File: src/sv/fifo_replacement_key_cache_defines.svh
// assertion macros for the key cache
`ifndef FIFO_REPLACEMENT_KEY_CACHE_DEFINES_SVH
`define FIFO_REPLACEMENT_KEY_CACHE_DEFINES_SVH

`ifndef SYNTHESIS

`define FKC_ASSERT_SAME(lbl, clk, rstn, ante, cons, msg) \
  lbl: assert property (@(posedge clk) disable iff (!rstn) (ante) |-> (cons)) \
    else $error(msg);

`define FKC_ASSERT_NEXT(lbl, clk, rstn, ante, cons, msg) \
  lbl: assert property (@(posedge clk) disable iff (!rstn) (ante) |=> (cons)) \
    else $error(msg);

`else

`define FKC_ASSERT_SAME(lbl, clk, rstn, ante, cons, msg)

`define FKC_ASSERT_NEXT(lbl, clk, rstn, ante, cons, msg)

`endif

`endif

File: src/sv/fkc_pkg.sv
// types and constants shared by the key cache modules
`timescale 1ns / 1ps

package fkc_pkg;

  localparam int ENTRIES = 64;
  localparam int KEY_W   = 21;
  localparam int CAP_W   = 7;
  localparam int SLOT_W  = 6;
  localparam int IDX_W   = (ENTRIES > 1) ? $clog2(ENTRIES) : 1;
  localparam int CNT_W   = $clog2(ENTRIES + 1);
  localparam int CMP_W   = ((CNT_W > CAP_W) ? CNT_W : CAP_W) + 1;

  localparam logic [CAP_W-1:0] CAP_RESET = CAP_W'(64);

  localparam logic ACT_GET   = 1'b0;
  localparam logic ACT_PROBE = 1'b1;

  typedef struct packed {
    logic             action;
    logic [KEY_W-1:0] key;
    logic             fill_ok;
  } in_item_t;

  typedef struct packed {
    logic              hit;
    logic              slot_valid;
    logic [SLOT_W-1:0] slot;
    logic              evicted;
  } out_item_t;

  typedef struct packed {
    logic load;
    logic compare;
    logic commit;
  } ctrl_cmd_t;

endpackage

File: src/sv/fkc_ctrl.sv
// sequencing state machine and handshake control of the key cache
`timescale 1ns / 1ps

module fkc_ctrl (
  input  logic              clk_i,
  input  logic              rst_ni,
  input  logic              in_valid_i,
  output logic              in_stall_o,
  output logic              out_valid_o,
  input  logic              out_stall_i,
  output fkc_pkg::ctrl_cmd_t cmd_o
);

  localparam logic [1:0] ST_IDLE = 2'd0;
  localparam logic [1:0] ST_CMP  = 2'd1;
  localparam logic [1:0] ST_UPD  = 2'd2;

  logic [1:0] state_q, state_d;
  logic       out_valid_q, out_valid_d;
  logic       commit, load, in_stall;

  assign commit   = (state_q == ST_UPD) && (!out_valid_q || !out_stall_i);
  assign in_stall = !((state_q == ST_IDLE) || commit);
  assign load     = in_valid_i && !in_stall;

  always_comb begin
    state_d = state_q;
    unique case (state_q)
      ST_IDLE: begin
        if (load) begin
          state_d = ST_CMP;
        end
      end
      ST_CMP: begin
        state_d = ST_UPD;
      end
      ST_UPD: begin
        if (commit) begin
          state_d = load ? ST_CMP : ST_IDLE;
        end
      end
      default: begin
        state_d = ST_IDLE;
      end
    endcase
  end

  always_comb begin
    out_valid_d = out_valid_q;
    if (commit) begin
      out_valid_d = 1'b1;
    end else if (out_valid_q && !out_stall_i) begin
      out_valid_d = 1'b0;
    end
  end

  always_ff @(posedge clk_i or negedge rst_ni) begin
    if (!rst_ni) begin
      state_q     <= ST_IDLE;
      out_valid_q <= 1'b0;
    end else begin
      state_q     <= state_d;
      out_valid_q <= out_valid_d;
    end
  end

  assign in_stall_o    = in_stall;
  assign out_valid_o   = out_valid_q;
  assign cmd_o.load    = load;
  assign cmd_o.compare = (state_q == ST_CMP);
  assign cmd_o.commit  = commit;

endmodule

File: src/sv/fkc_datapath.sv
// tag store, parallel compare, fill and replacement pointers of the key cache
`timescale 1ns / 1ps

module fkc_datapath (
  input  logic                       clk_i,
  input  logic                       rst_ni,
  input  fkc_pkg::ctrl_cmd_t         cmd_i,
  input  fkc_pkg::in_item_t          in_item_i,
  input  logic                       cfg_we_i,
  input  logic [fkc_pkg::CAP_W-1:0]  cfg_data_i,
  output fkc_pkg::out_item_t         out_item_o
);

  fkc_pkg::in_item_t              item_q;
  fkc_pkg::out_item_t             res_q, res_d;
  logic [fkc_pkg::CAP_W-1:0]      cap_q;
  logic [fkc_pkg::CNT_W-1:0]      count_q;
  logic [fkc_pkg::IDX_W-1:0]      ptr_q, ptr_d;
  logic [fkc_pkg::ENTRIES-1:0]    match_q, match_d;
  logic [fkc_pkg::KEY_W-1:0]      store_q [fkc_pkg::ENTRIES];

  logic [fkc_pkg::CMP_W-1:0]      eff_cap, cap_ext, count_ext, ptr_ext, ptr_inc;
  logic                           found, do_fill, has_free;
  logic [fkc_pkg::IDX_W-1:0]      where_idx, fill_idx;

  // compare lanes, one per slot
  always_comb begin
    for (int i = 0; i < fkc_pkg::ENTRIES; i++) begin
      match_d[i] = (fkc_pkg::CNT_W'(i) < count_q) && (store_q[i] == item_q.key);
    end
  end

  // lowest matching slot
  always_comb begin
    where_idx = '0;
    for (int i = fkc_pkg::ENTRIES - 1; i >= 0; i--) begin
      if (match_q[i]) begin
        where_idx = fkc_pkg::IDX_W'(i);
      end
    end
  end

  always_comb begin
    cap_ext   = fkc_pkg::CMP_W'(cap_q);
    count_ext = fkc_pkg::CMP_W'(count_q);
    ptr_ext   = fkc_pkg::CMP_W'(ptr_q);
    priority if (cap_ext == '0) begin
      eff_cap = fkc_pkg::CMP_W'(1);
    end else if (cap_ext > fkc_pkg::CMP_W'(fkc_pkg::ENTRIES)) begin
      eff_cap = fkc_pkg::CMP_W'(fkc_pkg::ENTRIES);
    end else begin
      eff_cap = cap_ext;
    end
    found    = |match_q;
    do_fill  = !found && (item_q.action == fkc_pkg::ACT_GET) && item_q.fill_ok;
    has_free = count_ext < eff_cap;
    if (has_free) begin
      fill_idx = count_q[fkc_pkg::IDX_W-1:0];
    end else if (ptr_ext >= fkc_pkg::CMP_W'(fkc_pkg::ENTRIES)) begin
      fill_idx = '0;
    end else begin
      fill_idx = ptr_q;
    end
    ptr_inc = fkc_pkg::CMP_W'(fill_idx) + fkc_pkg::CMP_W'(1);
    ptr_d   = (ptr_inc >= eff_cap) ? '0 : ptr_inc[fkc_pkg::IDX_W-1:0];

    res_d.hit        = found;
    res_d.slot_valid = found || do_fill;
    res_d.evicted    = do_fill && !has_free;
    priority if (found) begin
      res_d.slot = fkc_pkg::SLOT_W'(where_idx);
    end else if (do_fill) begin
      res_d.slot = fkc_pkg::SLOT_W'(fill_idx);
    end else begin
      res_d.slot = '0;
    end
  end

  always_ff @(posedge clk_i or negedge rst_ni) begin
    if (!rst_ni) begin
      cap_q   <= fkc_pkg::CAP_RESET;
      count_q <= '0;
      ptr_q   <= '0;
    end else begin
      if (cfg_we_i) begin
        cap_q <= cfg_data_i;
      end
      if (cmd_i.commit && do_fill) begin
        if (has_free) begin
          count_q <= count_q + fkc_pkg::CNT_W'(1);
        end else begin
          ptr_q <= ptr_d;
        end
      end
    end
  end

  always_ff @(posedge clk_i) begin
    if (cmd_i.load) begin
      item_q <= in_item_i;
    end
    if (cmd_i.compare) begin
      match_q <= match_d;
    end
    if (cmd_i.commit) begin
      res_q <= res_d;
    end
    if (cmd_i.commit && do_fill) begin
      store_q[fill_idx] <= item_q.key;
    end
  end

  assign out_item_o = res_q;

endmodule

File: src/sv/fifo_replacement_key_cache.sv
// fully associative code point cache with fifo replacement: top level
// item register, then match register (compare), then result register (update)
// a new item is accepted only in idle or when the previous item commits
// the update cycle waits while the output register holds an untaken item
// reset clears fill count, replace pointer and output valid; capacity resets to 64
// the key store is not cleared: only slots below the fill count are compared
`timescale 1ns / 1ps
`include "fifo_replacement_key_cache_defines.svh"

module fifo_replacement_key_cache (
  input  logic                      clk_i,
  input  logic                      rst_ni,
  input  logic                      in_valid_i,
  output logic                      in_stall_o,
  input  fkc_pkg::in_item_t         in_item_i,
  output logic                      out_valid_o,
  input  logic                      out_stall_i,
  output fkc_pkg::out_item_t        out_item_o,
  input  logic                      cfg_valid_i,
  output logic                      cfg_ready_o,
  input  logic [fkc_pkg::CAP_W-1:0] cfg_data_i
);

  fkc_pkg::ctrl_cmd_t cmd;

  assign cfg_ready_o = 1'b1;

  fkc_ctrl u_ctrl (
    .clk_i       (clk_i),
    .rst_ni      (rst_ni),
    .in_valid_i  (in_valid_i),
    .in_stall_o  (in_stall_o),
    .out_valid_o (out_valid_o),
    .out_stall_i (out_stall_i),
    .cmd_o       (cmd)
  );

  fkc_datapath u_datapath (
    .clk_i      (clk_i),
    .rst_ni     (rst_ni),
    .cmd_i      (cmd),
    .in_item_i  (in_item_i),
    .cfg_we_i   (cfg_valid_i && cfg_ready_o),
    .cfg_data_i (cfg_data_i),
    .out_item_o (out_item_o)
  );

  `FKC_ASSERT_NEXT(a_no_accept_in_compare, clk_i, rst_ni, in_valid_i && !in_stall_o, in_stall_o, "item accepted during compare cycle")
  `FKC_ASSERT_SAME(a_evict_is_fill, clk_i, rst_ni, out_valid_o && out_item_o.evicted, out_item_o.slot_valid && !out_item_o.hit, "eviction without a fill")
  `FKC_ASSERT_SAME(a_hit_has_slot, clk_i, rst_ni, out_valid_o && out_item_o.hit, out_item_o.slot_valid && !out_item_o.evicted, "hit without a valid slot")
  `FKC_ASSERT_NEXT(a_commit_shows_result, clk_i, rst_ni, cmd.commit, out_valid_o, "committed item not presented")

endmodule
File: config.mk
export PLATFORM = sky130hd
export DESIGN_NAME = fifo_replacement_key_cache
export DESIGN_NICKNAME = d
export VERILOG_FILES = /design/src/sv/fkc_pkg.sv /design/src/sv/fkc_ctrl.sv /design/src/sv/fkc_datapath.sv /design/src/sv/fifo_replacement_key_cache.sv
export VERILOG_INCLUDE_DIRS = /design/src /design/src/sv
export SDC_FILE = /design/constraint.sdc
export NUM_CORES = 2
export LEC_CHECK = 0
export BUFFER_PORTS_ARGS = -buffer_cell sky130_fd_sc_hd__buf_2
export CORE_ASPECT_RATIO = 0.9
export CORE_MARGIN = 5
export CORE_UTILIZATION = 60
export CTS_CLUSTER_DIAMETER = 100
export CTS_CLUSTER_SIZE = 24
export DETAILED_ROUTE_END_ITERATION = 12
export GPL_ROUTABILITY_DRIVEN = 0
export PLACE_DENSITY = 0.76
export SLEW_MARGIN = 5
export SYNTH_ARGS = -nofsm -noshare
export SYNTH_HDL_FRONTEND = slang
export SYNTH_SLANG_ARGS = --single-unit
File: constraint.sdc
create_clock -name clk_i -period 6.15 [get_ports clk_i]
set_clock_uncertainty 0.2 [all_clocks]
set_input_delay 0.615 -clock clk_i [delete_from_list [all_inputs] [get_ports clk_i]]
set_output_delay 0.615 -clock clk_i [all_outputs]
set_load 0.02 [all_outputs]
Word-level counts from Yosys, hierarchy flattened. Memory sizes are Yosys's and may differ from the RTL's. Cells that the tools add are included.

Bits in registers: 119. Memory bits (writable): 1344. Bits of input ports: 35. Output and inout bits: 12. Logic and storage cells: 317. Memories: 1.

Add/sub/neg operators: 2. Magnitude comparators: 67. Equality and inequality tests: 68. Multiplexer cells: 78. Bitwise logic cells: 2. Reductions and logical operators: 86.

Memory list: u_datapath.store_q (depth 64, bits a word 21, read ports 64, clocked after memory_dff 0, write ports 1, line fkc_datapath.sv:20) `logic [fkc_pkg::KEY_W-1:0] store_q [fkc_pkg::ENTRIES];`.

Operators with widths (count): equality test 21 bit (64); two-way mux 6 bit (68); less-than comparator 6 x 7 -> 1 bit (first input constant) (32); less-than comparator 5 x 7 -> 1 bit (first input constant) (16); logical AND 1 bit (71); OR reduction 64 bit (1); less-than comparator 4 x 7 -> 1 bit (first input constant) (8); less-than comparator 3 x 7 -> 1 bit (first input constant) (4); less-than comparator 1 x 7 -> 1 bit (first input constant) (2); less-than comparator 2 x 7 -> 1 bit (first input constant) (2); >= comparator 8 bit (1); less-than comparator 7 x 8 -> 1 bit (1); two-way mux 8 bit (1); adder 6 x 1 -> 7 bit (second input constant) (1); adder 7 x 1 -> 7 bit (second input constant) (1); > comparator 7 bit (second input constant) (1); zero test 7 bit (1); two-way mux 7 bit (1); one-hot mux 2 bit (3 select lines) (1); AND reduction 2 bit (3); zero test 1 bit (5); two-way mux 1 bit (5); two-way mux 2 bit (2); inequality test 2 x 1 -> 1 bit (second input constant) (2); other kinds (6) (9).

Logic depth before layout (Yosys ltp).
Depth after elaboration: 65. Depth in mapped cells: 20. Gate-level depth less buffers: 18.

Hierarchy. From an unflattened synthesis, not the netlist that was laid out.

Cell total of the unflattened synthesis: 3921. Area, all modules: 61983.2 µm².

Modules (own cells, without submodules): fkc_datapath (instances 1, cells an instance 3903, area each 61809.3 µm², seq. area each 43743.2 µm²); fkc_ctrl (instances 1, cells an instance 16, area each 162.7 µm², seq. area each 75.1 µm²); fifo_replacement_key_cache (instances 1, cells an instance 2, area each 11.3 µm², seq. area each 0.0 µm²).

Worst setup path after synthesis. Ideal clock, no wire load.

Kind: register to register. Start point: register u_datapath.cap_q[6] in the netlist's numbering. End point: register u_datapath.ptr_q[5] in the netlist's numbering. Library setup time: 79 ps. Arrival: 4440 ps. Data required time: 5871 ps. Slack: 1431 ps. Cell stages (with the launch flop): 21. Path buffers: 2. Path through: dfstp_2 -> inv_1 -> nand2_1 -> ha_1 -> inv_1 -> a311o_1 -> a22oi_1 -> clkbuf_1 -> clkbuf_1 -> mux2_2 -> ha_1 -> and3_1 -> nand2_1 -> o31ai_1 -> xnor2_1 -> ha_1 -> a21oi_1 -> o21ai_0 -> a21oi_1 -> or3b_1 -> mux2i_1.

Longest elaborated chain between the ends: 8. Elaborated cells on any way between the ends: 11.

Ends and longest elaborated chain: start: declaration (line fkc_datapath.sv:16) `logic [fkc_pkg::CAP_W-1:0] cap_q;`; start signal: assignment (line fkc_datapath.sv:81) `cap_q <= fkc_pkg::CAP_RESET;`; start signal: assignment (line fkc_datapath.sv:86) `cap_q <= cfg_data_i;`; > comparator 7 bit (line fkc_datapath.sv:49) `end else if (cap_ext > fkc_pkg::CMP_W'(fkc_pkg::ENTRIES)) begin`; two-way mux 7 bit (line fkc_datapath.sv:49); two-way mux 8 bit (*) (line fkc_datapath.sv:47) `priority if (cap_ext == '0) begin`; less-than comparator 7 x 8 -> 1 bit (line fkc_datapath.sv:56) `has_free = count_ext < eff_cap;`; two-way mux 6 bit (line fkc_datapath.sv:57) `if (has_free) begin`; adder 6 x 1 -> 7 bit (line fkc_datapath.sv:64) `ptr_inc = fkc_pkg::CMP_W'(fill_idx) + fkc_pkg::CMP_W'(1);`; >= comparator 8 bit (line fkc_datapath.sv:65) `ptr_d = (ptr_inc >= eff_cap) ? '0 : ptr_inc[fkc_pkg::IDX_W-1:0];`; two-way mux 6 bit (line fkc_datapath.sv:65); end signal: assignment (line fkc_datapath.sv:92) `ptr_q <= ptr_d;`; end: declaration (line fkc_datapath.sv:18) `logic [fkc_pkg::IDX_W-1:0] ptr_q, ptr_d;`.

Mark *: on every way between the ends. The rest lies on a longest branch, timed or not. A chain may end at the register's enable or synchronous reset.

Final worst setup path. Ends and elaborated chain as after synthesis.

==> results.ini <==
[outcome]
outcome = complete, no violations

[sta]
whs_ns = 0.0564
report.final.slew_viol_count = 0
max_freq_mhz = 206
hold_viol = 0
rsz0062_at_grt = no
period_share_pct = 78.8
fin_crit_ns = 4.85
fin_tns_setup_ns = 0
setup_viol = 0
tightestPinTransition_ns = 1.26
relSlewSlack_pct = 15.8

[logic_synthesis]
yosys-top-cells-count = edfxtp_1 (1,440), xor2_1 (894), xnor2_1 (460), nor4_1 (272), nand4_1 (125)
netlist_area_sq_um = 62000
synthCells = 3924
yosysSeqAreaShare_pct = 70.7
ys.flop_type = edfxtp_1
ys_async_sr_fraction_pct = 1.57
yosysMostFrequentCell = edfxtp_1
ys_types = 65
syn_avg_cell_area_sq_um = 15.8
synth_area_leaders = edfxtp_1 (70%), xor2_1 (13%), xnor2_1 (6.5%)
synth_edf_count = 1440
netlist.area_leader.share_pct = 69.7
synth-seq-cells = 1463
yosysWarnings = 0
synth_fp_nets = 3974
synth_top_area_cell = edfxtp_1

[die]
dieArea_sq_um = 110000
die_y_microns = 315
num_io_pins = 47
core-area_sq_um = 102000
num_rows = 111
die_w_microns = 349
start_util_pct = 60.7

[cells_and_area]
multi_input_area_sq_um = 17600
nNetsFinal = 4126
drive_above_1_share_pct = 9.32
regArea_sq_um = 43800
nFillCells = 6996
instances_no_fill = 5455
finish.instance_area_sq_um = 67400
area_delta_synth_final_pct = 8.66

[detailed_routing]
routed_via_density = 6.06
drt-total-wl_microns = 143000
routed-via-count = 33100
wl_met3_microns = 9800
wl_met2_microns = 66300
top_layer_used = met5
m1WireLength_microns = 62700
initialDrtViolationCount = 3465
drt_pre_antenna_iters = 5
drc_errors = 0
avgRoutedWirePerCell_microns = 26.2
ant_nets = 0

[worst_setup_path]
start_kind = flip-flop
r2r-end = u_datapath.ptr_q[5]
critPathLaunch = u_datapath.cap_q[6]
slowest_delay_ns = 0.47
rrSetupSlack_ns = 1.30
crit_top_cell = ha_1
cp.required_ns = 6.53
rr_worst_depth = 18
cp-end-kind = flip-flop
path_max_fanout = 8
crit_type = flip-flop to flip-flop
crit_end = u_datapath.ptr_q[5]
cp.arrival_ns = 5.23
crit_chain = inv_1 > nand2_1 > ha_1 > inv_1 > a311o_1 > a22oi_2 > mux2_2 > ha_1 > and3_1 > nand2_1 > o31ai_1 > xnor2_1 > ha_1 > a21oi_1 > o21ai_0 > a21oi_1 > or3b_1 > mux2i_1
reg2reg_from = u_datapath.cap_q[6]
crit_slowest_cell = mux2_2

[global_route]
grt_usage_pct = 25.8
grt_max_degree = 80
grt_pass1_wl_microns = 212000
antenna_found_initial = 2
grt.overflow.total = 0
grt_pass1_vias = 32100

[clocking]
clk_latency_ns = 0.67
htree_levels = 3
tritoncts = built
clock_sinks = 1463
cts_resized = 0
cts_buffers = 70
clock_path_buffers = 3
path_clk_slew_ns = 0.09
cts_hold_buf = 26
cts_setup_buffers = 0
root_buffer = clkbuf_16

[power]
p_int_mw = 13.7
power.density_nw_per_um2 = 260
leakagePower_nw = 21.4
ir_drop_uv = 186
netSwitchingFraction_pct = 22.0
p_sw_mw = 3.86
seqPwrFrac_pct = 63.4
power_frac_clock_pct = 29.0
p_comb_share_pct = 7.6

[placed_design]
port_buffers = 45
place_hpwl_microns = 86000
post_dp_cell_area_sq_um = 65200
dpl.cell_count = 5334

[worst_hold_path]
holdCritPathClass = input port to flip-flop

[run]
cap_violations = 0

==> state kept, by name, indices dropped and copies added (netlist names), 2 cells and up <==
name,count
u_datapath.out_item_o,9
u_datapath.match_q,64
u_datapath.ptr_q,6
u_datapath.count_q,7
u_datapath.item_q,23
u_datapath.store_q,1344
u_ctrl.state_q,2
u_datapath.cap_q,7
==> layout by cell type (no fill, tap or decap), drive strengths merged, types with 3 or more instances in the layout <==
master / Yosys / routed
or3: 4 / 4
nand3b: 4 / 4
and3: 4 / 4
nor2: 112 / 112
a21o: 3 / 3
nor4: 275 / 275
o21a: 3 / 3
dfrtp: 22 / 22
mux2: 17 / 17
o22ai: 3 / 3
nand4: 125 / 125
nor3: 49 / 49
buf: 54 / 230
nand3: 47 / 47
mux2i: 10 / 10
inv: 21 / 21
clkbuf: 122 / 94
o21bai: 3 / 3
dlygate4sd3: 0 / 26
o211ai: 14 / 14
a211oi: 8 / 8
or4: 7 / 7
ha: 15 / 15
a2111oi: 8 / 8
nor2b: 9 / 9
edfxtp: 1440 / 1440
nand2: 54 / 54
xor2: 894 / 894
nand2b: 12 / 12
xnor2: 460 / 460
a31oi: 6 / 6
a21oi: 31 / 31
and2: 4 / 4
o31ai: 11 / 11
o2111ai: 24 / 24
nor3b: 3 / 3
o21ai: 24 / 24
==> cells by family after synthesis <==
group,count (synthesis),share of synthesized area [%]
buffers and inverters,197,1.21
xor gates and xnor gates,1354,19.1
adders and majority gates,15,0.303
muxes,27,0.476
and+or+nand+nor,718,6.55
DFF,1463,70.7
AOI/OAI and AO/OA,149,1.65
other,1,0.00605
==> layer usage <==
metal	up-vias	track usage, %
met3	179	3.30
li1	14700	-
met4	2	6.46
met1	17000	38.5
met2	1271	41.2
met5	-	0
==> worst min-delay path by stage <==
stage | cells after the start | startpoint | to
floorplan | 0 | rst_ni | u_ctrl.out_valid_o
global placement | 1 | u_datapath.cap_q[5] | u_datapath.cap_q[5]
detailed placement | 1 | u_datapath.cap_q[5] | u_datapath.cap_q[5]
CTS | 2 | cfg_data_i[0] | u_datapath.cap_q[0]
global route | 2 | cfg_data_i[2] | u_datapath.cap_q[2]
finish | 2 | cfg_data_i[2] | u_datapath.cap_q[2]
==> per-stage QoR <==
stage	worst slack (ns)	utilization (%)	total power, mW
2_1_floorplan	1.43	-	12.1
3_3_place_gp	1.44	63.8	12.6
3_5_place_dp	1.42	63.8	12.6
4_1_cts	1.39	65.9	17.6
5_1_grt	0.915	65.9	18.1
6_report	1.30	65.9	17.5
==> power by group through the flow <==
stage | sequential [mW] | clock (mW) | combinational (mW)
global placement | 11.3 | 0 | 1.29
finish | 11.1 | 5.08 | 1.33
floorplan | 11.4 | 0 | 0.757
CTS | 11.1 | 5.16 | 1.34
global route | 11.1 | 5.52 | 1.43
detailed placement | 11.3 | 0 | 1.32
==> final cells by class <==
class	instances	area share [%]
sequential	1463	65.0
multi-input combinational	2264	26.1
timing repair buffer	256	3.40
clock buffer	94	2.83
tap	1356	2.52
inverter	21	0.117
antenna	1	0.00371
==> worst max-delay path: cells and delay by family (launching register included) <==
| kind | cells | cell delay [ns] |
|---|---|---|
| buffers and inverters | 2 | 0.20 |
| xor gates and xnor gates | 1 | 0.14 |
| AOI/OAI and AO/OA | 6 | 1.54 |
| DFF | 1 | 0.40 |
| and+or+nand+nor | 4 | 0.82 |
| muxes | 2 | 0.61 |
| adders and majority gates | 3 | 0.87 |
Note: power is estimated with default switching activity, not from simulation.
